--- src/rtl/trigs_pkg.sv ---
// trigs_pkg: shared widths, codes, item and config types for the grid sampler
// no dependencies; used by every module under rtl except trigs_ram
`timescale 1ns / 1ps
package trigs_pkg;

  localparam int unsigned WORLD_W    = 32;
  localparam int unsigned OFF_W      = WORLD_W + 1;
  localparam int unsigned IDX_W      = 13;
  localparam int unsigned VAL_W      = 16;
  localparam int unsigned STEP_W     = 3;
  localparam int unsigned CFG_IDX_W  = 2;
  localparam int unsigned CFG_DATA_W = 32;
  // grid coordinates and weights cover chunk sizes up to 64
  localparam int unsigned COORD_W    = 7;
  localparam int unsigned WGT_W      = 7;
  localparam int unsigned CNT_SQ_W   = 13;
  localparam int unsigned FLAT_W     = 19;
  localparam int unsigned WPAIR_W    = 2 * WGT_W;
  localparam int unsigned WPROD_W    = 3 * WGT_W;
  localparam int unsigned PROD_W     = VAL_W + WPROD_W + 1;
  localparam int unsigned SUM_W      = PROD_W + 3;
  localparam int unsigned SHIFT_W    = 5;
  localparam int unsigned NCORNER    = 8;
  localparam int unsigned NAXIS      = 3;

  localparam logic [STEP_W-1:0] FALLBACK_STEP_LOG2 = 3'd2;
  localparam logic [STEP_W-1:0] STEP_LOG2_RESET    = 3'd2;

  typedef enum logic [CFG_IDX_W-1:0] {
    CFG_ORIGIN_X  = 2'd0,
    CFG_ORIGIN_Y  = 2'd1,
    CFG_ORIGIN_Z  = 2'd2,
    CFG_STEP_LOG2 = 2'd3
  } cfg_reg_e;

  typedef enum logic {
    OP_LOAD   = 1'b0,
    OP_SAMPLE = 1'b1
  } op_e;

  // values derived from the step register, held steady between config writes
  typedef struct packed {
    logic [STEP_W-1:0]   eff_s;
    logic [WGT_W-1:0]    step;
    logic [COORD_W-1:0]  count;
    logic [COORD_W-1:0]  cell_max;
    logic [CNT_SQ_W-1:0] count_sq;
    logic [SHIFT_W-1:0]  shift;
    logic [SUM_W-1:0]    bias;
  } grid_cfg_t;

  // classified beat handed from the front to the back
  typedef struct packed {
    op_e                           op;
    logic                          last;
    logic [IDX_W-1:0]              index;
    logic [VAL_W-1:0]              value;
    logic [NAXIS-1:0][COORD_W-1:0] grid_pos;
    logic [NAXIS-1:0][WGT_W-1:0]   wgt;
  } item_t;

  function automatic logic [VAL_W-1:0] sat_value(input logic [SUM_W-1:0] v);
    logic [VAL_W-1:0] res;
    res = v[VAL_W-1:0];
    if (!v[SUM_W-1] && (|v[SUM_W-2:VAL_W-1])) begin
      res = {1'b0, {(VAL_W-1){1'b1}}};
    end else if (v[SUM_W-1] && !(&v[SUM_W-2:VAL_W-1])) begin
      res = {1'b1, {(VAL_W-1){1'b0}}};
    end
    return res;
  endfunction

endpackage

--- src/rtl/trigs_front.sv ---
// trigs_front: input register, origin subtract and cell / weight split per axis
// depends on trigs_pkg
`timescale 1ns / 1ps
module trigs_front (
  input  logic                                             clk_i,
  input  logic                                             rst_ni,
  input  logic                                             in_valid_i,
  output logic                                             in_ready_o,
  input  logic                                             op_i,
  input  logic [trigs_pkg::IDX_W-1:0]                      entry_index_i,
  input  logic [trigs_pkg::VAL_W-1:0]                      entry_value_i,
  input  logic                                             last_entry_i,
  input  logic [trigs_pkg::NAXIS-1:0][trigs_pkg::WORLD_W-1:0] world_i,
  input  logic [trigs_pkg::NAXIS-1:0][trigs_pkg::WORLD_W-1:0] origin_i,
  input  trigs_pkg::grid_cfg_t                             cfg_i,
  output logic                                             item_valid_o,
  input  logic                                             item_ready_i,
  output trigs_pkg::item_t                                 item_o
);

  logic                                  fv_q;
  logic                                  op_q;
  logic                                  last_q;
  logic [trigs_pkg::IDX_W-1:0]           index_q;
  logic [trigs_pkg::VAL_W-1:0]           value_q;
  logic [trigs_pkg::NAXIS-1:0][trigs_pkg::WORLD_W-1:0] world_q;
  logic                                  accept;
  logic [trigs_pkg::OFF_W-1:0]           off      [trigs_pkg::NAXIS];
  logic [trigs_pkg::OFF_W-1:0]           cell_raw [trigs_pkg::NAXIS];
  logic [trigs_pkg::OFF_W-1:0]           cell_lim;

  assign in_ready_o = ~fv_q | item_ready_i;
  assign accept     = in_valid_i & in_ready_o;

  always_ff @(posedge clk_i or negedge rst_ni) begin
    if (!rst_ni) begin
      fv_q <= 1'b0;
    end else if (accept) begin
      fv_q <= 1'b1;
    end else if (item_ready_i) begin
      fv_q <= 1'b0;
    end
  end

  always_ff @(posedge clk_i) begin
    if (accept) begin
      op_q    <= op_i;
      last_q  <= last_entry_i;
      index_q <= entry_index_i;
      value_q <= entry_value_i;
      world_q <= world_i;
    end
  end

  assign cell_lim = {{(trigs_pkg::OFF_W-trigs_pkg::COORD_W){1'b0}}, cfg_i.cell_max};

  always_comb begin
    item_o.op    = trigs_pkg::op_e'(op_q);
    item_o.last  = last_q;
    item_o.index = index_q;
    item_o.value = value_q;
    for (int a = 0; a < trigs_pkg::NAXIS; a++) begin
      off[a] = {world_q[a][trigs_pkg::WORLD_W-1], world_q[a]}
             - {origin_i[a][trigs_pkg::WORLD_W-1], origin_i[a]};
      cell_raw[a] = off[a] >> cfg_i.eff_s;
      if (off[a][trigs_pkg::OFF_W-1] || (off[a] == '0)) begin
        // at or below the grid origin
        item_o.grid_pos[a] = '0;
        item_o.wgt[a]      = '0;
      end else if (cell_raw[a] > cell_lim) begin
        // past the last cell: pin to the far corner
        item_o.grid_pos[a] = cfg_i.cell_max;
        item_o.wgt[a]      = cfg_i.step;
      end else begin
        item_o.grid_pos[a] = cell_raw[a][trigs_pkg::COORD_W-1:0];
        item_o.wgt[a]      = off[a][trigs_pkg::WGT_W-1:0]
                           & (cfg_i.step - trigs_pkg::WGT_W'(1));
      end
    end
  end

  assign item_valid_o = fv_q;

  a_front_hold: assert property (@(posedge clk_i) disable iff (!rst_ni)
    (fv_q && !item_ready_i) |=> (fv_q && $stable(world_q) && $stable(index_q)))
    else $error("front register changed while the queue was full");

endmodule

--- config.mk ---
export PLATFORM = sky130hd
export DESIGN_NAME = trigs_front
export DESIGN_NICKNAME = d
export VERILOG_FILES = /design/src/rtl/trigs_pkg.sv /design/src/rtl/trigs_front.sv
export SDC_FILE = /design/constraint.sdc
export NUM_CORES = 1
export LEC_CHECK = 0
export BUFFER_PORTS_ARGS = -buffer_cell sky130_fd_sc_hd__buf_2
export CORE_ASPECT_RATIO = 2
export CORE_MARGIN = 5
export CORE_UTILIZATION = 35
export CTS_BUF_LIST = sky130_fd_sc_hd__clkbuf_8
export DETAILED_ROUTE_END_ITERATION = 6
export SLEW_MARGIN = 20
export SYNTH_ARGS = -nofsm -noshare
export SYNTH_HDL_FRONTEND = slang
export SYNTH_SLANG_ARGS = --single-unit
--- constraint.sdc ---
create_clock -name clk_i -period 17.5 [get_ports clk_i]
set_clock_uncertainty 0.1 [all_clocks]
set_input_delay 5.25 -clock clk_i [delete_from_list [all_inputs] [get_ports clk_i]]
set_output_delay 5.25 -clock clk_i [all_outputs]
set_load 0.01 [all_outputs]
* Word-level counts from Yosys, hierarchy flattened
Cells that the tools add are included.
** Storage, ports and cells
- Register bits after elaboration :: 128
- Input port bits :: 310
- Output and inout port bits :: 75
- Logic and storage cells :: 45
** Operators by class
- $add $sub $neg :: 4
- Order comparisons :: 3
- Shifts and indexed selects :: 3
- Multiplexer cells :: 14
- Bitwise logic cells :: 6
- Reduce and logical (&&, ||, !) cells :: 7
** Operators by type and width (count)
- $gt 33x7->1 :: 3
- $logic_not 33->1 :: 3
- $shr 33x3->33 :: 3
- $sub 32x32->33 :: 3
- $mux 7 :: 12
- $and 7x7->7 :: 3
- $sub 7x1->7 const B :: 1
- $logic_or 1x1->1 :: 3
- $mux 1 :: 2
- $reduce_bool 2->1 :: 1
- $and 1x1->1 :: 1
- $not 1->1 :: 1
- $or 1x1->1 :: 1

* Logic depth before layout (Yosys ltp)
Gate-level depths: netlist (run 1).
- Depth after elaboration :: 5
- Depth in mapped cells :: 26
- Depth with buffers taken out :: 25

* Worst setup path before layout (run 1)
Ideal clock, no wire load.
- Path type :: input to output
- From :: input cfg_i[80] in the netlist's numbering
- To :: output item_o[24] in the netlist's numbering
- Data arrival time :: 10.661 ns
- Setup slack :: 1.489 ns
- Stages on the path :: 24
- Path buffers :: 9
- Path through :: clkbuf_1 > clkbuf_1 > buf_1 > buf_2 > buf_2 > buf_1 > buf_1 > clkbuf_1 > nor2_1 > o311ai_0 > o21ai_0 > ha_1 > nor2b_1 > o21a_1 > o21ai_0 > a21oi_1 > a2111oi_0 > o22a_1 > o211ai_1 > a311oi_1 > o2111a_1 > nand4_1 > clkbuf_1 > a211oi_1
** RTL lines
- start: declaration :: line trigs_front.sv:15 : input trigs_pkg::grid_cfg_t cfg_i,
- end: declaration :: line trigs_front.sv:18 : output trigs_pkg::item_t item_o

==> results of run 1 <==
[registers in the layout (all words and copies together) (netlist names)]
name / cells
index_q: 13
item_valid_o: 1
last_q: 1
op_q: 1
value_q: 16
world_q: 96
[layer usage]
layer / GRT usage / wire, um / vias to the layer above
met5: 0 / 13 / -
met4: 0.1778 / 4673 / 2
met3: 0.03696 / 2696 / 186
met2: 0.4586 / 31530 / 555
met1: 0.2098 / 18260 / 7184
li1: - / - / 7387
[logic make-up (layout without fill, tap and decap cells)]
group                    after synthesis  count (layout)
XOR/XNOR                              58              58
buffers and inverters                221             497
AO/OA/AOI/OAI                        608             608
flip-flops                           128             128
adder cells (fa/ha/maj)              121             121
multiplexers                          61              61
AND/OR/NAND/NOR                      624             624
other                                  0               4
[stage by stage]
stage                     instance area (um^2)  setup slack (ps)  std cells  power (uW)
final                                    17200             788.1       2641        1234
after global routing                     17200             291.2       2641        1309
after detailed placement                 16760             818.3       2605       940.5
after global placement                   16760             738.8       2605       933.8
after CTS                                17190             751.6       2637        1243
after floorplan                          14770              1489       1821       754.6
[layout make-up]
cell class	instances	area [um^2]
fill	4290	24580
multi-input combinational	1472	10040
sequential	128	3839
timing repair buffer	334	1712
tap	540	675.6
inverter	131	491.7
clock buffer	17	234.0
clock inverter	15	190.2
antenna	4	10.01
[synth_stat cells (30+ instances only)]
cell type	count
or3_1	30
nand2_1	167
mux2i_1	39
clkbuf_1	59
edfxtp_1	127
ha_1	118
a211oi_1	37
nor2_1	143
inv_1	131
o211ai_1	36
nand3_1	43
nor3_1	39
a21o_1	44
a21oi_1	146
xnor2_1	34
o21ai_0	120
[how the worst min path moves through the flow]
stage	from	end	depth (start not counted)
after floorplan	item_valid_o	item_valid_o	2
after global routing	item_valid_o	item_valid_o	2
final	item_valid_o	item_valid_o	2
after detailed placement	item_valid_o	item_valid_o	2
after CTS	item_valid_o	item_valid_o	2
after global placement	item_valid_o	item_valid_o	2
[critical path, delay by kind of cell]
family          cells  cell delay (ps)
compound gates     12             2990
fa+ha+maj           3              900
simple gates        4              810
buf+inv             3              670
mux                 2              420
xor+xnor            1              300
[power by group through the flow]
stage                     clock network, uW  logic (uW)  registers, uW
after floorplan                           0         383            372
after global placement                    0         564            369
after detailed placement                  0         571            370
after CTS                               307         573            363
after global routing                    317         629            364
final                                   295         577            362
[cells in the final DEF (no fill, tap or decap), types with 7 or more instances in the layout]
master       n
xor2_1      23
o2111ai_1    8
edfxtp_1   127
and3_1      24
nor4_1      21
o21bai_1    13
o21a_1      28
inv_1      131
nand4_1     29
buf_2      318
mux2i_1     39
a211oi_1    37
nand2b_1    24
clkbuf_8    17
a31oi_1     12
nor3_1      39
a211o_1      9
o21ai_1      7
o221ai_1     7
and4_1      10
or2_2       10
buf_4       16
o31ai_1     15
nand2_1    167
mux2_2      16
o211ai_1    36
or3_1       30
ha_1       118
nand3_1     43
nor2_1     143
o21ai_0    120
a21o_1      44
o211a_1      8
and2_1      28
a2111oi_0    8
nor2b_1     18
a21boi_0    11
a21oi_1    146
xnor2_1     34
==> impl_metrics.env, run 1 <==
export IMPL_status="finished, final reports clean"
export IMPL_maxSlewViolCount=0
export IMPL_cts_tree="built"
export IMPL_crit_top_cell="o21a_1"
export IMPL_drive_above_1_share=0.2036
export IMPL_hold_class="flop to flop"
export IMPL_holdWs_ps=464.4
export IMPL_rows=106
export IMPL_cp_endpoint="item_o[33]"
export IMPL_synth_cells=1821
export IMPL_grt_max_degree=71
export IMPL_post_cts_setup_buffers=0
export IMPL_finalSetupViolations=0
export IMPL_arrival_ps=11360
export IMPL_power_frac_clock=0.239
export IMPL_core_area_mm2=0.04178
export IMPL_vias=15314
export IMPL_timing_rr_end="world_q[5]"
export IMPL_cts_buffer_depth=2
export IMPL_ir_worst_vdd_v=0.00005067
export IMPL_p_sw_frac=0.4270
export IMPL_via_per_inst=5.799
export IMPL_antenna_found_initial=5
export IMPL_netlist_top_cells_area="edfxtp_1 26%, ha_1 10%, a21oi_1 4.9%"
export IMPL_fin_tns_setup_ps=0
export IMPL_clk_pin_slew_ps=90
export IMPL_syn_nets=2252
export IMPL_sequentialPowerShare=0.294
export IMPL_dieArea_mm2=0.04665
export IMPL_hold_viol_final=0
export IMPL_root_buffer="clkbuf_8"
export IMPL_dr_pass1_iters=6
export IMPL_synth_top_family_by_area="compound AO/OA/AOI/OAI gates"
export IMPL_cts_htree_levels=4
export IMPL_io_buffer_count=318
export IMPL_yosysTopAreaCellShare=0.2582
export IMPL_r2r_start="item_valid_o"
export IMPL_min_period_ps=16710
export IMPL_wirelength_um=57170
export IMPL_worstMarginPinSlew_ps=1075
export IMPL_synth_edf_count=127
export IMPL_cts_hold_buf=0
export IMPL_cp_slowest_cell="a2111oi_1"
export IMPL_fmax_mhz=59.84
export IMPL_ys_ff_latch=128
export IMPL_synth_area_mux_share=0.04778
export IMPL_syn2layout_area_growth_pct=16.44
export IMPL_wl_per_cell_um=21.65
export IMPL_grt_pass1_wl_um=85530
export IMPL_rsz0062_at_grt="no"
export IMPL_cts_sinks=128
export IMPL_synth_xor_area_share=0.03491
export IMPL_syn_cell_area_mm2=0.01477
export IMPL_clock_latency_ps=500
export IMPL_r2r_slack_ps=15340
export IMPL_pin_count=385
export IMPL_die_y_um=300.5
export IMPL_postSynth_asyncResetShare=0.007813
export IMPL_p_leak_uw=0.007520
export IMPL_grt_total_usage=0.2352
export IMPL_required_ps=12150
export IMPL_yosysTopAreaCell="edfxtp_1"
export IMPL_powerDensity_mw_per_mm2=71.79
export IMPL_grt_overflow_total=0
export IMPL_startpoint_type="input port"
export IMPL_synth_top_flop_cell="edfxtp_1"
export IMPL_worstSetupStartpoint="origin_i[32]"
export IMPL_crit_path_max_incr_delay_ps=440
export IMPL_final_core_util=0.4116
export IMPL_yosysWarnings=0
export IMPL_cts_resized=0
export IMPL_rr_worst_depth=3
export IMPL_place_congestion=0.9750
export IMPL_synth_fa_ha_area_frac=0.1040
export IMPL_worstPathMaxFanout=15
export IMPL_avgSynthCellArea_um2=8.110
export IMPL_crit_type="input port to output port"
export IMPL_drtIter0Drc=896
export IMPL_cap_violations=0
export IMPL_cts_made_buffers=17
export IMPL_power_switching_uw=527.1
export IMPL_synth_compound_area_share=0.2806
export IMPL_initial_utilization=0.3535
export IMPL_die_w_um=155.3
export IMPL_grt_pass1_vias=15828
export IMPL_nNetsFinal=2515
export IMPL_p_int_uw=707.3
export IMPL_ant_nets=0
export IMPL_period_share=0.9550
export IMPL_synth_simple_area_share=0.2126
export IMPL_place_hpwl_um=46890
export IMPL_power_frac_comb=0.468
export IMPL_max_slew_margin=0.2779
export IMPL_ys_types=96
export IMPL_endpoint_kind="output port"
export IMPL_ys_seq_area_frac=0.2599
export IMPL_drc=0
No activity file was read; power rests on OpenSTA's default activity.
==> inputs of run 2 (changes only) <==
--- a/config.mk
+++ b/config.mk
@@ -11,6 +11,7 @@
 export CORE_UTILIZATION = 35
 export CTS_BUF_LIST = sky130_fd_sc_hd__clkbuf_8
 export DETAILED_ROUTE_END_ITERATION = 6
+export GPL_TIMING_DRIVEN = 0
 export SLEW_MARGIN = 20
 export SYNTH_ARGS = -nofsm -noshare
 export SYNTH_HDL_FRONTEND = slang
==> run 2 against run 1 <==
Net effect: clock-buffer cell count unchanged; total power up 0.62%; sequential power about the same; register-to-register slack better by 290 ps; cell area up 2.1%; core utilization up 0.86 points; sequential cell count unchanged; first-iteration DRC count up 3.6%; sequential share of layout area down 0.46 points; via count up 2.5%; maximum frequency down 3.6%; critical endpoint is now item_o[11].
==> impl_metrics.env, run 2 (synthesis gave the netlist of run 1 again) <==
export IMPL_initial_utilization=0.3535
export IMPL_dpl_instance_area_mm2=0.01709
export IMPL_grt_pass1_wl_um=91480
export IMPL_cts_htree_levels=4
export IMPL_largest_registers="world_q x96, value_q x16, index_q x13"
export IMPL_wl_per_cell_um=22.65
export IMPL_cap_violations=0
export IMPL_nNetsFinal=2590
export IMPL_worstPathMaxFanout=10
export IMPL_vias=15704
export IMPL_mostFrequentLayoutCells="332 x buf_2, 167 x nand2_1, 146 x a21oi_1"
export IMPL_p_sw_frac=0.4492
export IMPL_hold_class="flop to flop"
export IMPL_fin_tns_setup_ps=0
export IMPL_grt_pass1_vias=16292
export IMPL_hold_viol_final=0
export IMPL_grt_total_usage=0.2542
export IMPL_dpl_worst_slack_ps=-1899
export IMPL_cts_made_buffers=17
export IMPL_grt_max_degree=44
export IMPL_top_register="world_q"
export IMPL_powerDensity_mw_per_mm2=70.75
export IMPL_via_per_inst=5.784
export IMPL_final_core_util=0.4202
export IMPL_worstMarginPinSlew_ps=1138
export IMPL_crit_type="input port to output port"
export IMPL_rows=106
export IMPL_drc=0
export IMPL_dp_cells=2680
export IMPL_endpoint_kind="output port"
export IMPL_stdcell_count=2715
export IMPL_status="finished, final reports clean"
export IMPL_antenna_found_initial=4
export IMPL_arrival_ps=11980
export IMPL_cts_buffer_depth=2
export IMPL_finalWorstSetupSlack_ps=167.7
export IMPL_drive_above_1_share=0.2058
export IMPL_cts_sinks=128
export IMPL_power_frac_comb=0.477
export IMPL_grt_overflow_total=0
export IMPL_cts_tree="built"
export IMPL_required_ps=12150
export IMPL_fmax_mhz=57.70
export IMPL_root_buffer="clkbuf_8"
export IMPL_clock_latency_ps=520
export IMPL_ir_worst_vdd_v=0.00004981
export IMPL_min_period_ps=17330
export IMPL_p_int_uw=684.1
export IMPL_startpoint_type="input port"
export IMPL_place_hpwl_um=51480
export IMPL_fin_area_mm2=0.01756
export IMPL_syn2layout_area_growth_pct=18.88
export IMPL_ant_nets=0
export IMPL_maxSlewViolCount=0
export IMPL_finalSetupViolations=0
export IMPL_clk_pin_slew_ps=90
export IMPL_pin_count=385
export IMPL_place_congestion=1.032
export IMPL_power_frac_clock=0.231
export IMPL_final_common_cell="buf_2"
export IMPL_max_slew_margin=0.2356
export IMPL_core_area_mm2=0.04178
export IMPL_largest_reg_flops=96
export IMPL_dr_pass1_iters=6
export IMPL_p_leak_uw=0.007674
export IMPL_sequentialPowerShare=0.292
export IMPL_wirelength_um=61480
export IMPL_die_w_um=155.3
export IMPL_drtIter0Drc=928
export IMPL_io_buffer_count=316
export IMPL_dieArea_mm2=0.04665
export IMPL_rsz0062_at_grt="no"
export IMPL_period_share=0.9904
export IMPL_cts_hold_buf=0
export IMPL_power_switching_uw=558.0
export IMPL_die_y_um=300.5
run 2: critical path, stage by stage:
cell and delay (ps):
clkbuf_2 230, clkbuf_4 330, buf_2 360, buf_4 310, buf_2 330, buf_2 360
clkbuf_4 330, clkbuf_2 310, o21ai_0 130, a21oi_1 260, ha_1 300, nor2b_1 130
o21a_1 160, o21a_1 170, o21a_1 160, o21a_1 160, o31ai_1 400, o311a_1 310
o2111ai_1 140, a2111oi_2 410, nand4_2 350, buf_2 320, or2_0 240, a21oi_1 300
buf_2 200
run 2: area by class of cell:
type | count | area (um^2)
Multi-Input combinational cell | 1472 | 10050
Buffer | 88 | 412.9
Clock inverter | 15 | 183.9
Sequential cell | 128 | 3839
Clock buffer | 17 | 234.0
Fill cell | 4368 | 24220
Tap cell | 540 | 675.6
Timing Repair Buffer | 321 | 1657
Inverter | 131 | 491.7
Antenna cell | 3 | 7.507
run 2: repair_timing:
action	CTS	global route
setup buffers	0	2
gates resized for setup	16	5
endpoints found under the setup margin	42	15
endpoints found under the hold margin	0	0
pin swaps	1	1
gates cloned	0	0
run 2: layer usage:
metal	global-route usage	wire length, um	vias to the layer above
met3	0.03164	2682	193
met1	0.2300	19850	7365
met4	0.1857	4848	0
met2	0.5013	34100	600
met5	0	0	-
li1	-	-	7546
run 2: final timing paths:
path,from,endpoint,slack (ps),cells after the start
setup / recovery,cfg_i[80],item_o[11],170,25
min in group asynchronous,rst_ni,item_valid_o,4380,1
setup reg to reg,item_valid_o,world_q[15],15630,4
hold / removal,item_valid_o,item_valid_o,460,2
hold reg to reg,item_valid_o,item_valid_o,460,2
max in group asynchronous,rst_ni,item_valid_o,12840,1
run 2: per-stage QoR:
step,hold slack [ps],power [uW]
4_1_cts,467.3,1248
3_5_place_dp,443.3,952.7
5_1_grt,501.6,1317
6_report,464.0,1242
3_3_place_gp,401.0,950.9
2_1_floorplan,522.1,754.6
run 2: power groups by stage:
stage | clock network [uW] | registers (uW) | logic [uW]
2_1_floorplan | 0 | 372 | 383
3_3_place_gp | 0 | 372 | 578
3_5_place_dp | 0 | 370 | 583
4_1_cts | 298 | 363 | 588
5_1_grt | 309 | 364 | 644
6_report | 287 | 362 | 593
==> inputs of run 3 (changes only) <==
--- a/config.mk
+++ b/config.mk
@@ -6,7 +6,7 @@
 export NUM_CORES = 1
 export LEC_CHECK = 0
 export BUFFER_PORTS_ARGS = -buffer_cell sky130_fd_sc_hd__buf_2
-export CORE_ASPECT_RATIO = 2
+export CORE_ASPECT_RATIO = 0.8
 export CORE_MARGIN = 5
 export CORE_UTILIZATION = 35
 export CTS_BUF_LIST = sky130_fd_sc_hd__clkbuf_8
==> run 3 against run 2 <==
Net effect: cell area decreased by 0.38%; sequential share of layout area increased by 0.083 points; worst hold slack got worse by 2.6 ps; core utilization shrank 0.21 points; critical path depth down 2; register-to-register slack better by 140 ps; maximum frequency is 0.20% higher; wire length decreased by 10%; clock power shrank 7.0%; total power decreased by 3.0%; setup slack improved by 34 ps; critical endpoint is now item_o[25]; largest power group unchanged; highest routed layer is now met5.
==> impl_metrics.env, run 3 (synthesis gave the netlist of run 1 again) <==
export IMPL_final_core_util=0.4181
export IMPL_startpoint_type="input port"
export IMPL_grt_overflow_total=0
export IMPL_initial_utilization=0.3530
export IMPL_io_buffer_count=316
export IMPL_p_leak_uw=0.007631
export IMPL_post_cts_setup_buffers=0
export IMPL_grt_total_usage=0.2303
export IMPL_fmax_mhz=57.81
export IMPL_dieArea_mm2=0.04643
export IMPL_pin_count=385
export IMPL_grt_max_degree=56
export IMPL_rows=67
export IMPL_ant_nets=0
export IMPL_place_congestion=0.9621
export IMPL_vias=15616
export IMPL_arrival_ps=11950
export IMPL_cts_sinks=128
export IMPL_finalSetupViolations=0
export IMPL_cts_made_buffers=17
export IMPL_hold_class="flop to flop"
export IMPL_nNetsFinal=2583
export IMPL_cts_resized=10
export IMPL_grt_pass1_wl_um=85770
export IMPL_place_hpwl_um=45010
export IMPL_wl_per_cell_um=20.24
export IMPL_die_w_um=239.7
export IMPL_stdcell_count=2722
export IMPL_total_power_uw=1205
export IMPL_crit_type="input port to output port"
export IMPL_core_area_mm2=0.04183
export IMPL_cts_buffer_depth=2
export IMPL_cts_tree="built"
export IMPL_worstMarginPinSlew_ps=1016
export IMPL_status="finished, final reports clean"
export IMPL_seq_area_mm2=0.003839
export IMPL_cts_hold_buf=0
export IMPL_worstPathMaxFanout=19
export IMPL_die_y_um=193.7
export IMPL_endpoint_kind="output port"
export IMPL_wirelength_um=55090
export IMPL_ir_worst_vdd_v=0.00005135
export IMPL_grt_pass1_vias=15223
export IMPL_min_period_ps=17300
export IMPL_root_buffer="clkbuf_8"
export IMPL_top_register="world_q"
export IMPL_via_per_inst=5.737
export IMPL_drtIter0Drc=1368
export IMPL_dpl_worst_slack_ps=-1715
export IMPL_max_slew_margin=0.3143
export IMPL_antenna_found_initial=6
export IMPL_drive_above_1_share=0.2028
export IMPL_period_share=0.9885
export IMPL_clock_latency_ps=520
export IMPL_final_common_cell="buf_2"
export IMPL_largest_reg_flops=96
export IMPL_cap_violations=0
export IMPL_cts_htree_levels=4
export IMPL_fillCellCount=4328
export IMPL_clk_pin_slew_ps=90
export IMPL_multiInputGateArea_mm2=0.01004
export IMPL_mostFrequentLayoutCells="332 x buf_2, 167 x nand2_1, 146 x a21oi_1"
export IMPL_finalWorstSetupSlack_ps=202.1
export IMPL_rsz0062_at_grt="no"
export IMPL_dp_cells=2691
export IMPL_largest_registers="world_q x96, value_q x16, index_q x13"
export IMPL_hold_viol_final=0
export IMPL_dr_pass1_iters=5
export IMPL_required_ps=12150
export IMPL_maxSlewViolCount=0
export IMPL_syn2layout_area_growth_pct=18.43
export IMPL_powerDensity_mw_per_mm2=68.90
export IMPL_drc=0
[run 3: power breakdown]
group / switching, uW / leakage [uW] / internal [uW]
Clock: 150 / 0.000193 / 116
Sequential: 5.11 / 0.00122 / 357
Combinational: 361 / 0.00622 / 215
Total: 517 / 0.00763 / 688
[run 3: area by class of cell]
cell class | count | share of cell area
Inverter | 131 | 0.02812
Antenna cell | 5 | 0.0007154
Timing Repair Buffer | 318 | 0.09358
Clock inverter | 15 | 0.008585
Clock buffer | 17 | 0.01338
Sequential cell | 128 | 0.2195
Multi-Input combinational cell | 1472 | 0.5743
Tap cell | 552 | 0.03949
Buffer | 84 | 0.02232
[run 3: layer usage]
metal | GRT usage | part of all wire
met1 | 0.3433 | 0.49
met2 | 0.3377 | 0.42
met5 | 0 | 0.00051
met4 | 0.06191 | 0.018
met3 | 0.04693 | 0.072
[run 3: path summary, 6_finish.rpt]
kind	start	endpoint	slack, ps	depth (start not counted)
setup / recovery	cfg_i[80]	item_o[25]	200	23
hold / removal	item_valid_o	item_valid_o	460	2
setup reg to reg	item_valid_o	world_q[50]	15770	3
hold reg to reg	item_valid_o	item_valid_o	460	2
max in group asynchronous	rst_ni	item_valid_o	12830	1
min in group asynchronous	rst_ni	item_valid_o	4380	1
[run 3: per-stage QoR]
| step | setup TNS, ps | area [um^2] | hold WS, ps |
|---|---|---|---|
| after global placement | -44390 | 17040 | 400.3 |
| after global routing | 0 | 17480 | 509.3 |
| after floorplan | 0 | 14770 | 522.1 |
| after detailed placement | -45410 | 17100 | 459.1 |
| after CTS | 0 | 17480 | 482.6 |
| final | 0 | 17490 | 461.4 |
[run 3: critical path, stage by stage]
cell and delay (ps):
clkbuf_2 280, clkbuf_4 420, buf_2 380, buf_2 370, buf_2 480, clkbuf_2 360
nor2_1 80, o311ai_0 370, o21ai_0 200, ha_1 320, nor2b_1 130, o21a_1 160
o21ai_0 150, a21oi_1 90, a2111oi_1 630, o22a_1 260, o211ai_1 90, a311oi_1 230
o2111a_1 250, nand4_1 410, clkbuf_1 370, a211oi_1 410, buf_2 210
