$ cat config.mk
export PLATFORM = sky130hd
export DESIGN_NAME = trigs_fifo
export DESIGN_NICKNAME = d
export VERILOG_FILES = /design/src/rtl/trigs_pkg.sv /design/src/rtl/trigs_fifo.sv
export SDC_FILE = /design/constraint.sdc
export NUM_CORES = 1
export LEC_CHECK = 0
export BUFFER_PORTS_ARGS = -buffer_cell sky130_fd_sc_hd__buf_2
export CORE_ASPECT_RATIO = 0.5
export CORE_MARGIN = 3
export CORE_UTILIZATION = 30
export CTS_CLUSTER_DIAMETER = 40
export CTS_CLUSTER_SIZE = 14
export DETAILED_ROUTE_END_ITERATION = 16
export GPL_TIMING_DRIVEN = 0
export PLACE_DENSITY = 0.46
export SLEW_MARGIN = 10
export SYNTH_ARGS = -nofsm -noshare
export SYNTH_HDL_FRONTEND = slang
export SYNTH_SLANG_ARGS = --single-unit
$ cat constraint.sdc
create_clock -name clk_i -period 3.2 [get_ports clk_i]
set_clock_uncertainty 0.2 [all_clocks]
set_input_delay 0.32 -clock clk_i [delete_from_list [all_inputs] [get_ports clk_i]]
set_output_delay 0.32 -clock clk_i [all_outputs]
set_load 0.01 [all_outputs]
$ cat src/rtl/trigs_pkg.sv
// trigs_pkg: shared widths, codes, item and config types for the grid sampler
// no dependencies; used by every module under rtl except trigs_ram
`timescale 1ns / 1ps
package trigs_pkg;

  localparam int unsigned WORLD_W    = 32;
  localparam int unsigned OFF_W      = WORLD_W + 1;
  localparam int unsigned IDX_W      = 13;
  localparam int unsigned VAL_W      = 16;
  localparam int unsigned STEP_W     = 3;
  localparam int unsigned CFG_IDX_W  = 2;
  localparam int unsigned CFG_DATA_W = 32;
  // grid coordinates and weights cover chunk sizes up to 64
  localparam int unsigned COORD_W    = 7;
  localparam int unsigned WGT_W      = 7;
  localparam int unsigned CNT_SQ_W   = 13;
  localparam int unsigned FLAT_W     = 19;
  localparam int unsigned WPAIR_W    = 2 * WGT_W;
  localparam int unsigned WPROD_W    = 3 * WGT_W;
  localparam int unsigned PROD_W     = VAL_W + WPROD_W + 1;
  localparam int unsigned SUM_W      = PROD_W + 3;
  localparam int unsigned SHIFT_W    = 5;
  localparam int unsigned NCORNER    = 8;
  localparam int unsigned NAXIS      = 3;

  localparam logic [STEP_W-1:0] FALLBACK_STEP_LOG2 = 3'd2;
  localparam logic [STEP_W-1:0] STEP_LOG2_RESET    = 3'd2;

  typedef enum logic [CFG_IDX_W-1:0] {
    CFG_ORIGIN_X  = 2'd0,
    CFG_ORIGIN_Y  = 2'd1,
    CFG_ORIGIN_Z  = 2'd2,
    CFG_STEP_LOG2 = 2'd3
  } cfg_reg_e;

  typedef enum logic {
    OP_LOAD   = 1'b0,
    OP_SAMPLE = 1'b1
  } op_e;

  // values derived from the step register, held steady between config writes
  typedef struct packed {
    logic [STEP_W-1:0]   eff_s;
    logic [WGT_W-1:0]    step;
    logic [COORD_W-1:0]  count;
    logic [COORD_W-1:0]  cell_max;
    logic [CNT_SQ_W-1:0] count_sq;
    logic [SHIFT_W-1:0]  shift;
    logic [SUM_W-1:0]    bias;
  } grid_cfg_t;

  // classified beat handed from the front to the back
  typedef struct packed {
    op_e                           op;
    logic                          last;
    logic [IDX_W-1:0]              index;
    logic [VAL_W-1:0]              value;
    logic [NAXIS-1:0][COORD_W-1:0] grid_pos;
    logic [NAXIS-1:0][WGT_W-1:0]   wgt;
  } item_t;

  function automatic logic [VAL_W-1:0] sat_value(input logic [SUM_W-1:0] v);
    logic [VAL_W-1:0] res;
    res = v[VAL_W-1:0];
    if (!v[SUM_W-1] && (|v[SUM_W-2:VAL_W-1])) begin
      res = {1'b0, {(VAL_W-1){1'b1}}};
    end else if (v[SUM_W-1] && !(&v[SUM_W-2:VAL_W-1])) begin
      res = {1'b1, {(VAL_W-1){1'b0}}};
    end
    return res;
  endfunction

endpackage

$ cat src/rtl/trigs_fifo.sv
// trigs_fifo: short queue of classified beats between front and back
// depends on trigs_pkg
`timescale 1ns / 1ps
module trigs_fifo #(
  parameter int unsigned DEPTH = 4
) (
  input  logic             clk_i,
  input  logic             rst_ni,
  input  logic             push_valid_i,
  output logic             push_ready_o,
  input  trigs_pkg::item_t push_item_i,
  output logic             pop_valid_o,
  input  logic             pop_ready_i,
  output trigs_pkg::item_t pop_item_o
);

  localparam int unsigned PTR_W = (DEPTH > 1) ? $clog2(DEPTH) : 1;
  localparam int unsigned CNT_W = $clog2(DEPTH + 1);

  trigs_pkg::item_t   mem_q [DEPTH];
  logic [PTR_W-1:0]   wr_ptr_q, wr_ptr_d;
  logic [PTR_W-1:0]   rd_ptr_q, rd_ptr_d;
  logic [CNT_W-1:0]   cnt_q, cnt_d;
  logic               push;
  logic               pop;

  assign push_ready_o = (cnt_q != CNT_W'(DEPTH));
  assign pop_valid_o  = (cnt_q != '0);
  assign push         = push_valid_i & push_ready_o;
  assign pop          = pop_valid_o & pop_ready_i;
  assign pop_item_o   = mem_q[rd_ptr_q];

  always_comb begin
    wr_ptr_d = wr_ptr_q;
    rd_ptr_d = rd_ptr_q;
    cnt_d    = cnt_q;
    if (push) begin
      wr_ptr_d = (wr_ptr_q == PTR_W'(DEPTH - 1)) ? '0 : wr_ptr_q + PTR_W'(1);
    end
    if (pop) begin
      rd_ptr_d = (rd_ptr_q == PTR_W'(DEPTH - 1)) ? '0 : rd_ptr_q + PTR_W'(1);
    end
    if (push && !pop) begin
      cnt_d = cnt_q + CNT_W'(1);
    end else if (pop && !push) begin
      cnt_d = cnt_q - CNT_W'(1);
    end
  end

  always_ff @(posedge clk_i or negedge rst_ni) begin
    if (!rst_ni) begin
      wr_ptr_q <= '0;
      rd_ptr_q <= '0;
      cnt_q    <= '0;
    end else begin
      wr_ptr_q <= wr_ptr_d;
      rd_ptr_q <= rd_ptr_d;
      cnt_q    <= cnt_d;
    end
  end

  always_ff @(posedge clk_i) begin
    if (push) begin
      mem_q[wr_ptr_q] <= push_item_i;
    end
  end

  a_fifo_count: assert property (@(posedge clk_i) disable iff (!rst_ni)
    (push && !pop) |=> (cnt_q == $past(cnt_q) + CNT_W'(1)))
    else $error("queue fill count lost a pushed beat");

endmodule

Word level (Yosys, flattened, before mapping) --
Memory sizes are Yosys's and may differ from the RTL's. Cells that the tools add are included.
Word-level totals: memory bits (writable) 292, flip-flop bits (word level) 7, output and inout bits 75, memories kept 1, logic and storage cells 25
Memory list:
- mem_q | depth 4, bits a word 73, read ports 1, clocked after memory_dff 0, write ports 1, line trigs_fifo.sv:20 | trigs_pkg::item_t mem_q [DEPTH];
Operators by class: reduce and logical (&&, ||, !) cells 6, add/subtract/negate cells 4, muxes and demuxes 6, bitwise gates (word level) 2, eq/ne operators 3
Operators with widths (count):
- 3-bit two-way mux | 2
- 2-bit by 1-bit adder with 2-bit output (second input constant) | 2
- 2-bit == test (second input constant) | 2
- 2-bit two-way mux | 2
- 3-bit by 1-bit adder with 3-bit output (second input constant) | 1
- 3-bit != test (second input constant) | 1
- 3-bit nonzero test | 1
- 3-bit by 1-bit subtractor with 3-bit output (second input constant) | 1
- 1-bit bitwise AND | 2
- 1-bit logical AND | 2
- 1-bit zero test | 2
- 1-bit two-way mux | 2
- 2-bit nonzero test | 1

Logic depth before layout (Yosys ltp) --
Gate-level depths: netlist of the first run.
depth after elaboration 6, mapped depth 8, gate-level depth less buffers 8

Worst setup path before layout of the first run --
Ideal clock, no wire load.
kind flip-flop to flip-flop, start reg cnt_q[0], end mem mem_q[1][0] in the netlist's numbering, enable pin, cell stages (with the launch flop) 4, period minus slack after synthesis 3.206 ns, setup slack -0.006 ns, path buffers 0, arrival 2.567 ns, cell sequence dfrtp_1 nor2_1 a21boi_1 and2_1
On the way: word-level cells in the longest chain between the ends 4
RTL lines:
- start: declaration | line trigs_fifo.sv:23 | logic [CNT_W-1:0] cnt_q, cnt_d;
- start signal: assignment | line trigs_fifo.sv:58 | cnt_q <= cnt_d;
- 3-bit != test | line trigs_fifo.sv:27 | assign push_ready_o = (cnt_q != CNT_W'(DEPTH));
- 1-bit bitwise AND | line trigs_fifo.sv:29 | assign push = push_valid_i & push_ready_o;
- net push | line trigs_fifo.sv:24 | logic push;
- 1-bit two-way mux | line trigs_fifo.sv:63 | if (push) begin
- 1-bit two-way mux (not written as such) | line trigs_fifo.sv:64 | mem_q[wr_ptr_q] <= push_item_i;
- end: declaration | line trigs_fifo.sv:20
The timed path passes the listed nets, and every way through them passes these cells.

Worst setup path after layout of the first run --
start reg cnt_q[0], end mem mem_q[1][19] in the netlist's numbering, enable pin
Same word-level chain as after synthesis.

==> results of run 1 <==
[worst register-to-register path: stages (launching register included)]
cell and delay [ns]:
dfrtp_1 0.42, nor2_1 0.08, a21boi_1 0.52, and2_4 0.76
buf_12 0.34
[cells in the mapped netlist]
cell type,number
buf_2,7
edfxtp_1,292
dfrtp_1,7
clkbuf_1,1
buf_6,6
mux4_2,73
inv_1,3
a21boi_1,1
nor2_1,4
xor2_1,2
or3_1,1
buf_4,2
ha_1,6
nand2_1,2
mux2_2,5
and2_1,4
xnor2_1,1
fa_1,1
[worst paths after layout]
check                                     start                       to  slack [ns]  cells after the start
min in group asynchronous                rst_ni     cnt_q[2]$_DFFE_PN0P_        0.57                      3
hold / removal                      pop_ready_i  rd_ptr_q[1]$_DFFE_PN0P_        0.04                      3
setup / recovery           cnt_q[0]$_DFFE_PN0P_   mem_q[1][19]$_DFFE_PP_        0.52                      4
setup reg to reg           cnt_q[0]$_DFFE_PN0P_   mem_q[1][19]$_DFFE_PP_        0.52                      4
max in group asynchronous                rst_ni  rd_ptr_q[1]$_DFFE_PN0P_        1.97                      3
hold reg to reg            cnt_q[2]$_DFFE_PN0P_     cnt_q[2]$_DFFE_PN0P_        0.32                      1
[cells by family (layout without fill, tap and decap cells)]
kind of cell,count (synthesis),in the layout,share of synthesized area
AO/OA/AOI/OAI,1,1,0.000685
buffers and inverters,19,315,0.0121
flip-flops,299,299,0.816
adder cells (fa/ha/maj),7,7,0.00868
multiplexers,78,78,0.155
XOR/XNOR,3,3,0.00240
AND/OR/NAND/NOR,11,11,0.00491
[flip-flops by register name (all words and copies together), names as in the netlist]
register	count
cnt_q	3
rd_ptr_q	2
wr_ptr_q	2
mem_q	292
[per-stage QoR]
stage	instances	setup TNS [ns]	hold WS, ns
4_1_cts	1189	0	0.0282
3_5_place_dp	1048	0	-0.0251
6_report	1189	0	0.0396
3_3_place_gp	1044	-95.64	-0.0285
5_1_grt	1189	0	0.0523
2_1_floorplan	418	0	-0.176
[routing by layer]
metal	wire length, um	share of wire	track usage	vias to the layer above
met1	9640	0.42	0.148	2726
met5	0	0	0	-
met4	374	0.016	0.0327	0
met3	673	0.029	0.0258	33
met2	12100	0.53	0.210	68
li1	-	-	-	2353
[power by group]
part | total [mW] | internal (mW) | leakage, nW | switching [mW]
clock | 4.17 | 2.55 | 0.607 | 1.62
sequential | 5.35 | 5.17 | 2.76 | 0.177
combinational | 3.80 | 1.76 | 1.61 | 2.04
[final cells by class]
type                            instances  area, um^2
Fill cell                            3137       20900
Sequential cell                       299        8940
Multi-Input combinational cell        100        1890
Timing Repair Buffer                  230        1600
Clock buffer                           39         933
Tap cell                              475         594
Clock inverter                         27         299
Buffer                                 16         121
Inverter                                3        11.3
[what timing repair did]
action / 4_1_cts / 5_1_grt
buffers inserted: 0 / 0
endpoints found under the hold margin: 299 / 0
setup endpoints to repair: 0 / 0
hold buffers: 75 / 0
==> metrics.md, run 1 <==
| Metric | Value |
|---|---|
| Post-cts sizing count | `0` |
| Placed inst area | `~12000 um^2` |
| Pre-CTS WS | `0.497 ns` |
| Setup violations, final | `0` |
| Crit path kind | `register to register` |
| Fin crit period | `2.68 ns` |
| Row Count | `48` |
| Synth top area cells | `edfxtp_1 80%, mux4_2 15%, dfrtp_1 1.6%` |
| Final ANT Viol Nets | `0` |
| Post-synth top area share | `0.800` |
| Overall die height | `141 um` |
| Largest net degree at the start of global routing | `47` |
| Unrepaired setup endpoints after global routing | `no` |
| Hold Path Class | `input port to register` |
| Crit path capture type | `register` |
| Worst slew margin | `0.473` |
| IO Pins | `152` |
| PwrDens | `925 nW/um^2` |
| Share of cells above drive strength 1 | `0.436` |
| Design area | `14400 um^2` |
| Tcrit/Tclk final | `0.837` |
| Hpwl dp | `13.9 mm` |
| Sink Count | `299` |
| Post-Syn Area | `11000 um^2` |
| Final WL | `22.8 mm` |
| Max_cap viols | `0` |
| CP Data Required Time | `3.19 ns` |
| DRC errors left | `0` |
| Avg Inst Size Synth | `26.2 um^2` |
| Yosys reg bits | `299` |
| Total grt overflow | `0` |
| Worst-Skew Late Latency | `around 0.5 ns` |
| Core Region | `35300 um^2` |
| CP arrival | `2.67 ns` |
| CTS tree | `yes` |
| Final #Nets | `770` |
| WL/cell | `roughly 19 um` |
| Final Slew Violations | `0` |
| GP Congestion | `0.638` |
| Post-synthesis sequential area ratio | `0.816` |
| N_diodes | `0` |
| Least-Margin Pin Slew | `roughly 0.79 ns` |
| Post-layout util | `0.408` |
| Final worst slack | `0.520 ns` |
| Port buffer count | `approximately 150` |
| Commonest cells after routing, fill and taps aside | `292 x edfxtp_1, 158 x buf_2, 75 x dlygate4sd3_1` |
| GRT Total Usage | `0.119` |
| Vias per cell | `between 4 and 5` |
| Total CTS buffers | `36` |
| Max Clk Rate | `roughly 370 MHz` |
| Layout area overhead | `31.4%` |
| Buf/Inv on CP | `1` |
| First-iteration detailed-routing DRC count | `345` |
| Via count of the routed design | `5180` |
| Vias in the first global route | `5847` |
| Cell taking the most area after synthesis | `edfxtp_1` |
| Post-Syn Instances | `418` |
| Clock root buffer | `clkbuf_16` |
| Die Width | `around 280 um` |
| Cell variety after synth | `18` |
| Antenna violations before repair | `0` |
| First-pass GRT wire length | `35.2 mm` |
| Initial Util | `0.311` |
| Max stage delay cell, worst path | `and2_4` |
| Status | `finished, final reports clean` |
| Power after layout | `13.3 mW` |
| H-tree Lvls | `2` |
| Most common cell after layout, fill and taps aside | `edfxtp_1` |
| Yosys warnings | `0` |
| Final Hold Fails | `0` |
| Drt pass-1 iters | `5` |
| Die Footprint | `39000 um^2` |
| Leakage | `4.97 nW` |
| Peak supply drop | `0.339 mV` |
| CP Max Fanout | `45` |
| Critical path launch point type | `register` |
| Clock transition at path regs | `0.06 ns` |
| CP peak stage delay | `0.76 ns` |
| Critical path's top delay family | `simple AND/OR/NAND/NOR gates` |
| Clock Tree Buf Depth | `3` |
| Crit-path cells | `nor2_1, a21boi_1, and2_4, buf_12` |
| Syn Nets | `502` |
No activity file was read; power rests on OpenSTA's default activity.
==> run 2, diff against run 1 <==
==> constraint.sdc (replaced) <==
create_clock -name clk_i -period 2.3 [get_ports clk_i]
set_clock_uncertainty 0.2 [all_clocks]
set_input_delay 0.23 -clock clk_i [delete_from_list [all_inputs] [get_ports clk_i]]
set_output_delay 0.23 -clock clk_i [all_outputs]
set_load 0.01 [all_outputs]
==> run 2 against run 1 <==
  * The flow now finishes with violations (negative setup slack)
  * Die area did not move
  * First-iteration DRC count rose by 6.1%
  * Register-to-register slack got worse by 0.43 ns
  * Hold slack improved by 0.062 ns
  * Count of clock-buffer cells in the layout did not move
  * Core utilization rose by 1.5 points
  * Sequential cell count did not move
  * Critical path type is now register to output pin
  * Largest power group unchanged
==> metrics.md, run 2 (synthesis gave the netlist of run 1 again) <==
| Metric | Value |
|---|---|
| Fill cells | `3097` |
| IO Pins | `152` |
| Largest net degree at the start of global routing | `47` |
| Placed insts | `1048` |
| Initial Util | `0.311` |
| Final WL | `roughly 24 mm` |
| Violated checks | `negative setup slack` |
| Final Hold Fails | `0` |
| Final ANT Viol Nets | `0` |
| Unrepaired setup endpoints after global routing | `yes` |
| Biggest regs | `mem_q: 292 flops, cnt_q: 3 flops` |
| N_diodes | `0` |
| H-tree Lvls | `2` |
| Final TNS setup | `-3.13 ns` |
| Hpwl dp | `13.9 mm` |
| Max Clk Rate | `~420 MHz` |
| Worst slew margin | `0.511` |
| Layout area overhead | `36.1%` |
| Via count of the routed design | `~5300` |
| Row Count | `48` |
| Total CTS buffers | `36` |
| Least-Margin Pin Slew | `~0.73 ns` |
| GRT Total Usage | `0.126` |
| Total grt overflow | `0` |
| Overall die height | `141 um` |
| Final worst slack | `-0.0770 ns` |
| Clock transition at path regs | `approximately 0.06 ns` |
| Share of cells above drive strength 1 | `0.463` |
| Sink Count | `around 300` |
| Crit path capture type | `output pin` |
| Critical path launch point type | `register` |
| Setup violations, final | `70` |
| DRC errors left | `0` |
| Pre-CTS WS | `-0.403 ns` |
| WL/cell | `20.2 um` |
| Most common cell after layout, fill and taps aside | `edfxtp_1` |
| Max_cap viols | `0` |
| Commonest cells after routing, fill and taps aside | `292 x edfxtp_1, 121 x buf_2, 76 x dlygate4sd3_1` |
| First-iteration detailed-routing DRC count | `366` |
| Antenna violations before repair | `0` |
| Worst-Skew Late Latency | `0.52 ns` |
| Final Slew Violations | `0` |
| CP Data Required Time | `between 1.5 and 2 ns` |
| Max FFs per register | `292` |
| CP Max Fanout | `10` |
| Vias per cell | `around 4.4` |
| Drt pass-1 iters | `5` |
| Core Region | `35300 um^2` |
| Clock Tree Buf Depth | `3` |
| Die Footprint | `39000 um^2` |
| Finished Layout Cells | `between 1000 and 1500` |
| Fin crit period | `2.38 ns` |
| Status | `finished, violations left` |
| Final #Nets | `793` |
| Hold Path Class | `input port to register` |
| Leakage | `5.19 nW` |
| CP arrival | `slightly below 2 ns` |
| GP Congestion | `0.638` |
| Clock root buffer | `clkbuf_16` |
| First-pass GRT wire length | `around 37 mm` |
| Most flop-heavy register | `mem_q` |
| Die Width | `276 um` |
| CTS tree | `yes` |
| PwrDens | `1320 nW/um^2` |
| Tcrit/Tclk final | `1.03` |
| Vias in the first global route | `5960` |
| Peak supply drop | `0.441 mV` |
| Crit path kind | `register to output pin` |
| Port buffer count | `around 150` |
## run 2: cell count changes in the layout (fill, tap and decap cells not counted), sizes merged
cell	before	now
clkbuf	40	41
dlygate4sd3	75	76
and2	4	10
buf	170	185
## run 2: final cells by class
cell class,count,area [um^2],area share
Sequential cell,299,8950,0.600
Clock buffer,39,933,0.0626
Multi-Input combinational cell,106,1970,0.132
Timing Repair Buffer,247,1950,0.131
Buffer,16,208,0.0139
Tap cell,475,594,0.0398
Inverter,3,11.3,0.000755
Clock inverter,27,299,0.0200
## run 2: final timing paths
check / start / end / slack (ns) / cells past startpoint
worst min register to register: wr_ptr_q[1]$_DFFE_PN0P_ / wr_ptr_q[1]$_DFFE_PN0P_ / 0.37 / 1
worst max-delay path: rd_ptr_q[0]$_DFFE_PN0P_ / pop_item_o[31] / -0.08 / 4
max in group asynchronous: rst_ni / rd_ptr_q[0]$_DFFE_PN0P_ / 1.13 / 3
min in group asynchronous: rst_ni / wr_ptr_q[1]$_DFFE_PN0P_ / 0.48 / 3
worst min-delay path: push_valid_i / cnt_q[0]$_DFFE_PN0P_ / 0.10 / 4
worst max register to register: cnt_q[1]$_DFFE_PN0P_ / cnt_q[2]$_DFFE_PN0P_ / 0.09 / 8
## run 2: layer usage
layer / part of all wire / routed length [um] / vias to the layer above / track usage
li1: - / - / 2399 / -
met1: 0.42 / 10300 / 2821 / 0.161
met2: 0.53 / 13100 / 73 / 0.223
met3: 0.030 / 730 / 33 / 0.0258
met4: 0.015 / 370 / 0 / 0.0327
met5: 0 / 0 / - / 0
## run 2: timing repair
action,CTS,global route
buffers inserted,10,5
pin swaps,5,1
resized for setup,49,15
gates cloned,6,1
hold buffers,76,0
endpoints found under the setup margin,311,73
endpoints found under the hold margin,302,0
## run 2: power by group
part | internal (mW) | leakage (nW) | switching, mW
registers | 7.19 | 2.75 | 0.234
logic | 3.24 | 1.83 | 3.14
clock network | 3.55 | 0.607 | 2.26
## run 2: through the flow
stage / hold slack (ns) / instance area, um^2 / util / power [mW]
floorplan: -0.266 / 11000 / - / 10.8
global placement: -0.118 / 12300 / 0.349 / 12.9
detailed placement: -0.115 / 12400 / 0.352 / 13.0
CTS: 0.0924 / 14800 / 0.419 / 19.8
global route: 0.111 / 14900 / 0.423 / 20.7
finish: 0.101 / 14900 / 0.423 / 19.6
## run 2: worst max-delay path, cell delays in order, from the launching register on
cell,delay [ns]
dfrtp_2,0.41
buf_12,0.17
buf_12,0.16
mux4_2,0.53
buf_6,0.14
==> run 3, diff against run 2 <==
--- a/config.mk
+++ b/config.mk
@@ -5,6 +5,7 @@
 export SDC_FILE = /design/constraint.sdc
 export NUM_CORES = 1
 export LEC_CHECK = 0
+export ABC_AREA = 1
 export BUFFER_PORTS_ARGS = -buffer_cell sky130_fd_sc_hd__buf_2
 export CORE_ASPECT_RATIO = 0.5
 export CORE_MARGIN = 3
@@ -13,7 +14,7 @@
 export CTS_CLUSTER_SIZE = 14
 export DETAILED_ROUTE_END_ITERATION = 16
 export GPL_TIMING_DRIVEN = 0
-export PLACE_DENSITY = 0.46
+export PLACE_DENSITY = 0.45
 export SLEW_MARGIN = 10
 export SYNTH_ARGS = -nofsm -noshare
 export SYNTH_HDL_FRONTEND = slang
==> run 3 against run 2 <==
  * The flow still finishes with violations (negative setup slack)
  * Clock power decreased by 0.9%
  * Non-clock buffer count increased by 32
  * Setup slack improved by 0.064 ns
  * Critical path depth is 3 higher
  * Count of clock-buffer cells in the layout unchanged
  * Die area grew 11%
  * Core utilization down 1.3 points
  * Cell area is 8.5% higher
  * Sequential share of layout area shrank 4.7 points
  * Global-route usage is 1.5 points higher
  * Sequential cell count is the same
  * First-iteration DRC count increased by 24%
  * Highest routed layer unchanged
==> metrics.md, run 3 <==
| Metric | Value |
|---|---|
| Status | `finished, violations left` |
| Violated checks | `negative setup slack` |
| Crit path capture type | `output pin` |
| Cell mode on critical path | `nand2_1` |
| Yosys warnings | `0` |
| CP peak stage delay | `0.42 ns` |
| Clock Tree Buf Depth | `3` |
| Post-synth top area share | `0.721` |
| Drt pass-1 iters | `4` |
| Sink Count | `299` |
| Initial Util | `0.308` |
| Largest family of logic cells by synthesized area | `compound AO/OA/AOI/OAI gates` |
| Syn Nets | `between 900 and 1000` |
| Post-layout util | `0.410` |
| CP Data Required Time | `roughly 1.9 ns` |
| Total CTS buffers | `37` |
| Cell taking the most area after synthesis | `edfxtp_1` |
| CP startpoint | `rd_ptr_q[0]$_DFFE_PN0P_` |
| Share of cells above drive strength 1 | `0.245` |
| CTS tree | `yes` |
| FFs w/ async S/R, synth | `0.0234` |
| Final WL | `30.6 mm` |
| Critical path launch point type | `register` |
| Max_cap viols | `0` |
| Final worst slack | `-0.0133 ns` |
| GRT Total Usage | `0.141` |
| Number of flops mapped to enable cells by yosys | `292` |
| First-iteration detailed-routing DRC count | `455` |
| Antenna violations before repair | `1` |
| Most common cell after layout, fill and taps aside | `edfxtp_1` |
| First-pass GRT wire length | `46.7 mm` |
| FF-to-FF Start | `wr_ptr_q[1]$_DFFE_PN0P_` |
| Avg Inst Size Synth | `~13 um^2` |
| Vias per cell | `4.37` |
| Post-Syn Area | `12200 um^2` |
| Hold Path Class | `input port to register` |
| Overall die height | `148 um` |
| Synth Area in XOR/XNOR | `0.000720` |
| Row Count | `51` |
| Power after layout | `roughly 21 mW` |
| Peak supply drop | `about 0.46 mV` |
| Post-Synth Simple-Gate Area | `0.0775` |
| Synth Area in Compound Gates | `0.0946` |
| Worst-Skew Late Latency | `between 0.5 and 0.6 ns` |
| PwrDens | `1300 nW/um^2` |
| WL/cell | `roughly 17 um` |
| Post-Syn Instances | `910` |
| Vias in the first global route | `a little under 8000` |
| Most flop-heavy register | `mem_q` |
| Post-synth top cells | `292 x edfxtp_1, 234 x nand2_1, 159 x inv_1` |
| Layout area overhead | `33.0%` |
| HP Start | `push_item_i[0]` |
| Unrepaired setup endpoints after global routing | `yes` |
| Adder-cell area share of the yosys netlist | `0.00782` |
| CP arrival | `roughly 1.9 ns` |
| Tcrit/Tclk final | `1.01` |
| Post-synthesis sequential area ratio | `0.735` |
| Main synth FF type | `edfxtp_1` |
| Die Footprint | `43100 um^2` |
| Most common cell in the netlist | `edfxtp_1` |
| Hpwl dp | `19.5 mm` |
| Die Width | `just under 300 um` |
| Clock transition at path regs | `0.06 ns` |
| Total grt overflow | `0` |
| Core Region | `approximately 39000 um^2` |
| DRC errors left | `0` |
| Fin crit period | `around 2.3 ns` |
| Synth top area cells | `edfxtp_1 72%, o211ai_1 8.4%, nand2_1 7.2%` |
| Largest net degree at the start of global routing | `24` |
| Cell variety after synth | `17` |
| Leakage | `6.44 nW` |
| Final ANT Viol Nets | `0` |
| Max FFs per register | `292` |
| GP Congestion | `0.715` |
| H-tree Lvls | `2` |
| Worst slew margin | `0.667` |
| Yosys reg bits | `299` |
| Crit-path cells | `buf_6, buf_12, buf_8, nand2_1, o211ai_1, nand2_1, buf_2` |
| Setup violations, final | `5` |
| IO Pins | `about 150` |
| Mux cell area share after synthesis | `0` |
| CP Max Fanout | `10` |
| Via count of the routed design | `7644` |
| Placed insts | `1604` |
| Commonest cells after routing, fill and taps aside | `292 x edfxtp_1, 231 x nand2_1, 157 x inv_1` |
| Port buffer count | `151` |
| Max Clk Rate | `approximately 430 MHz` |
| Clock root buffer | `clkbuf_16` |
| Biggest regs | `mem_q: 292 flops, cnt_q: 3 flops` |
| Final Hold Fails | `0` |
| Final #Nets | `1280` |
| Crit path kind | `register to output pin` |
| Final hold slack | `around 0.26 ns` |
| Max stage delay cell, worst path | `dfrtp_1` |
| Finished Layout Cells | `1751` |
| Final Slew Violations | `0` |
| Least-Margin Pin Slew | `0.498 ns` |
==> run 3: cells by family (layout without fill, tap and decap cells) <==
group / after synthesis / after routing
other cells: 0 / 1
fa+ha+maj: 7 / 7
flops: 299 / 299
simple gates: 248 / 248
buf+inv: 208 / 518
compound gates: 147 / 147
xor+xnor: 1 / 1
==> run 3: per-stage QoR <==
step / TNS, ns / setup WS (ns) / cell area [um^2]
6_report: -0.0292 / -0.0133 / 16200
3_3_place_gp: -331.66 / -1.15 / 13600
3_5_place_dp: -4.97 / -0.216 / 13900
2_1_floorplan: -19.80 / -0.0801 / 12200
4_1_cts: -0.312 / -0.0375 / 16100
5_1_grt: -3.72 / -0.112 / 16200
==> run 3: cell type report <==
cell class | instances | area [um^2]
antenna | 1 | 2.50
inverter | 160 | 603
clock buffer | 39 | 933
tap | 530 | 663
sequential | 299 | 8940
timing repair buffer | 247 | 1880
fill | 3702 | 23300
buffer | 48 | 612
clock inverter | 24 | 278
multi-input combinational | 403 | 2260
==> run 3: worst max-delay path, delay by kind of cell (launching register included) <==
family | cells | cell delay [ns]
AO/OA/AOI/OAI | 1 | 0.08
buffers and inverters | 4 | 0.65
flip-flops | 1 | 0.42
AND/OR/NAND/NOR | 2 | 0.20
==> run 3: per-layer routing <==
metal,vias up,GRT usage,wire length [um]
met5,-,0,0
met4,0,0.0375,561
met3,44,0.0251,1170
met2,123,0.254,15800
met1,3727,0.176,13000
li1,3750,-,-
==> run 3: timing repair <==
| item | CTS | global route |
|---|---|---|
| resized for setup | 40 | 19 |
| hold buffers | 77 | 0 |
| endpoints found under the hold margin | 304 | 0 |
| endpoints found under the setup margin | 145 | 72 |
| setup buffers | 6 | 0 |
| pin swaps | 23 | 47 |
==> run 3: worst paths after layout <==
kind,endpoint,slack [ns],cells after the start
worst max-delay path,pop_item_o[45],-0.01,7
worst min-delay path,mem_q[3][0]$_DFFE_PP_,0.26,2
worst max register to register,mem_q[1][6]$_DFFE_PP_,0.23,6
worst min register to register,wr_ptr_q[1]$_DFFE_PN0P_,0.35,2
max in group asynchronous,wr_ptr_q[1]$_DFFE_PN0P_,1.14,3
min in group asynchronous,rd_ptr_q[0]$_DFFE_PN0P_,0.50,3
==> run 3: power breakdown <==
part	switching, mW	internal [mW]	total [mW]
Combinational	4.76	3.15	7.90
Clock	2.23	3.53	5.76
Sequential	0.272	7.14	7.41
Total	7.26	13.8	21.1
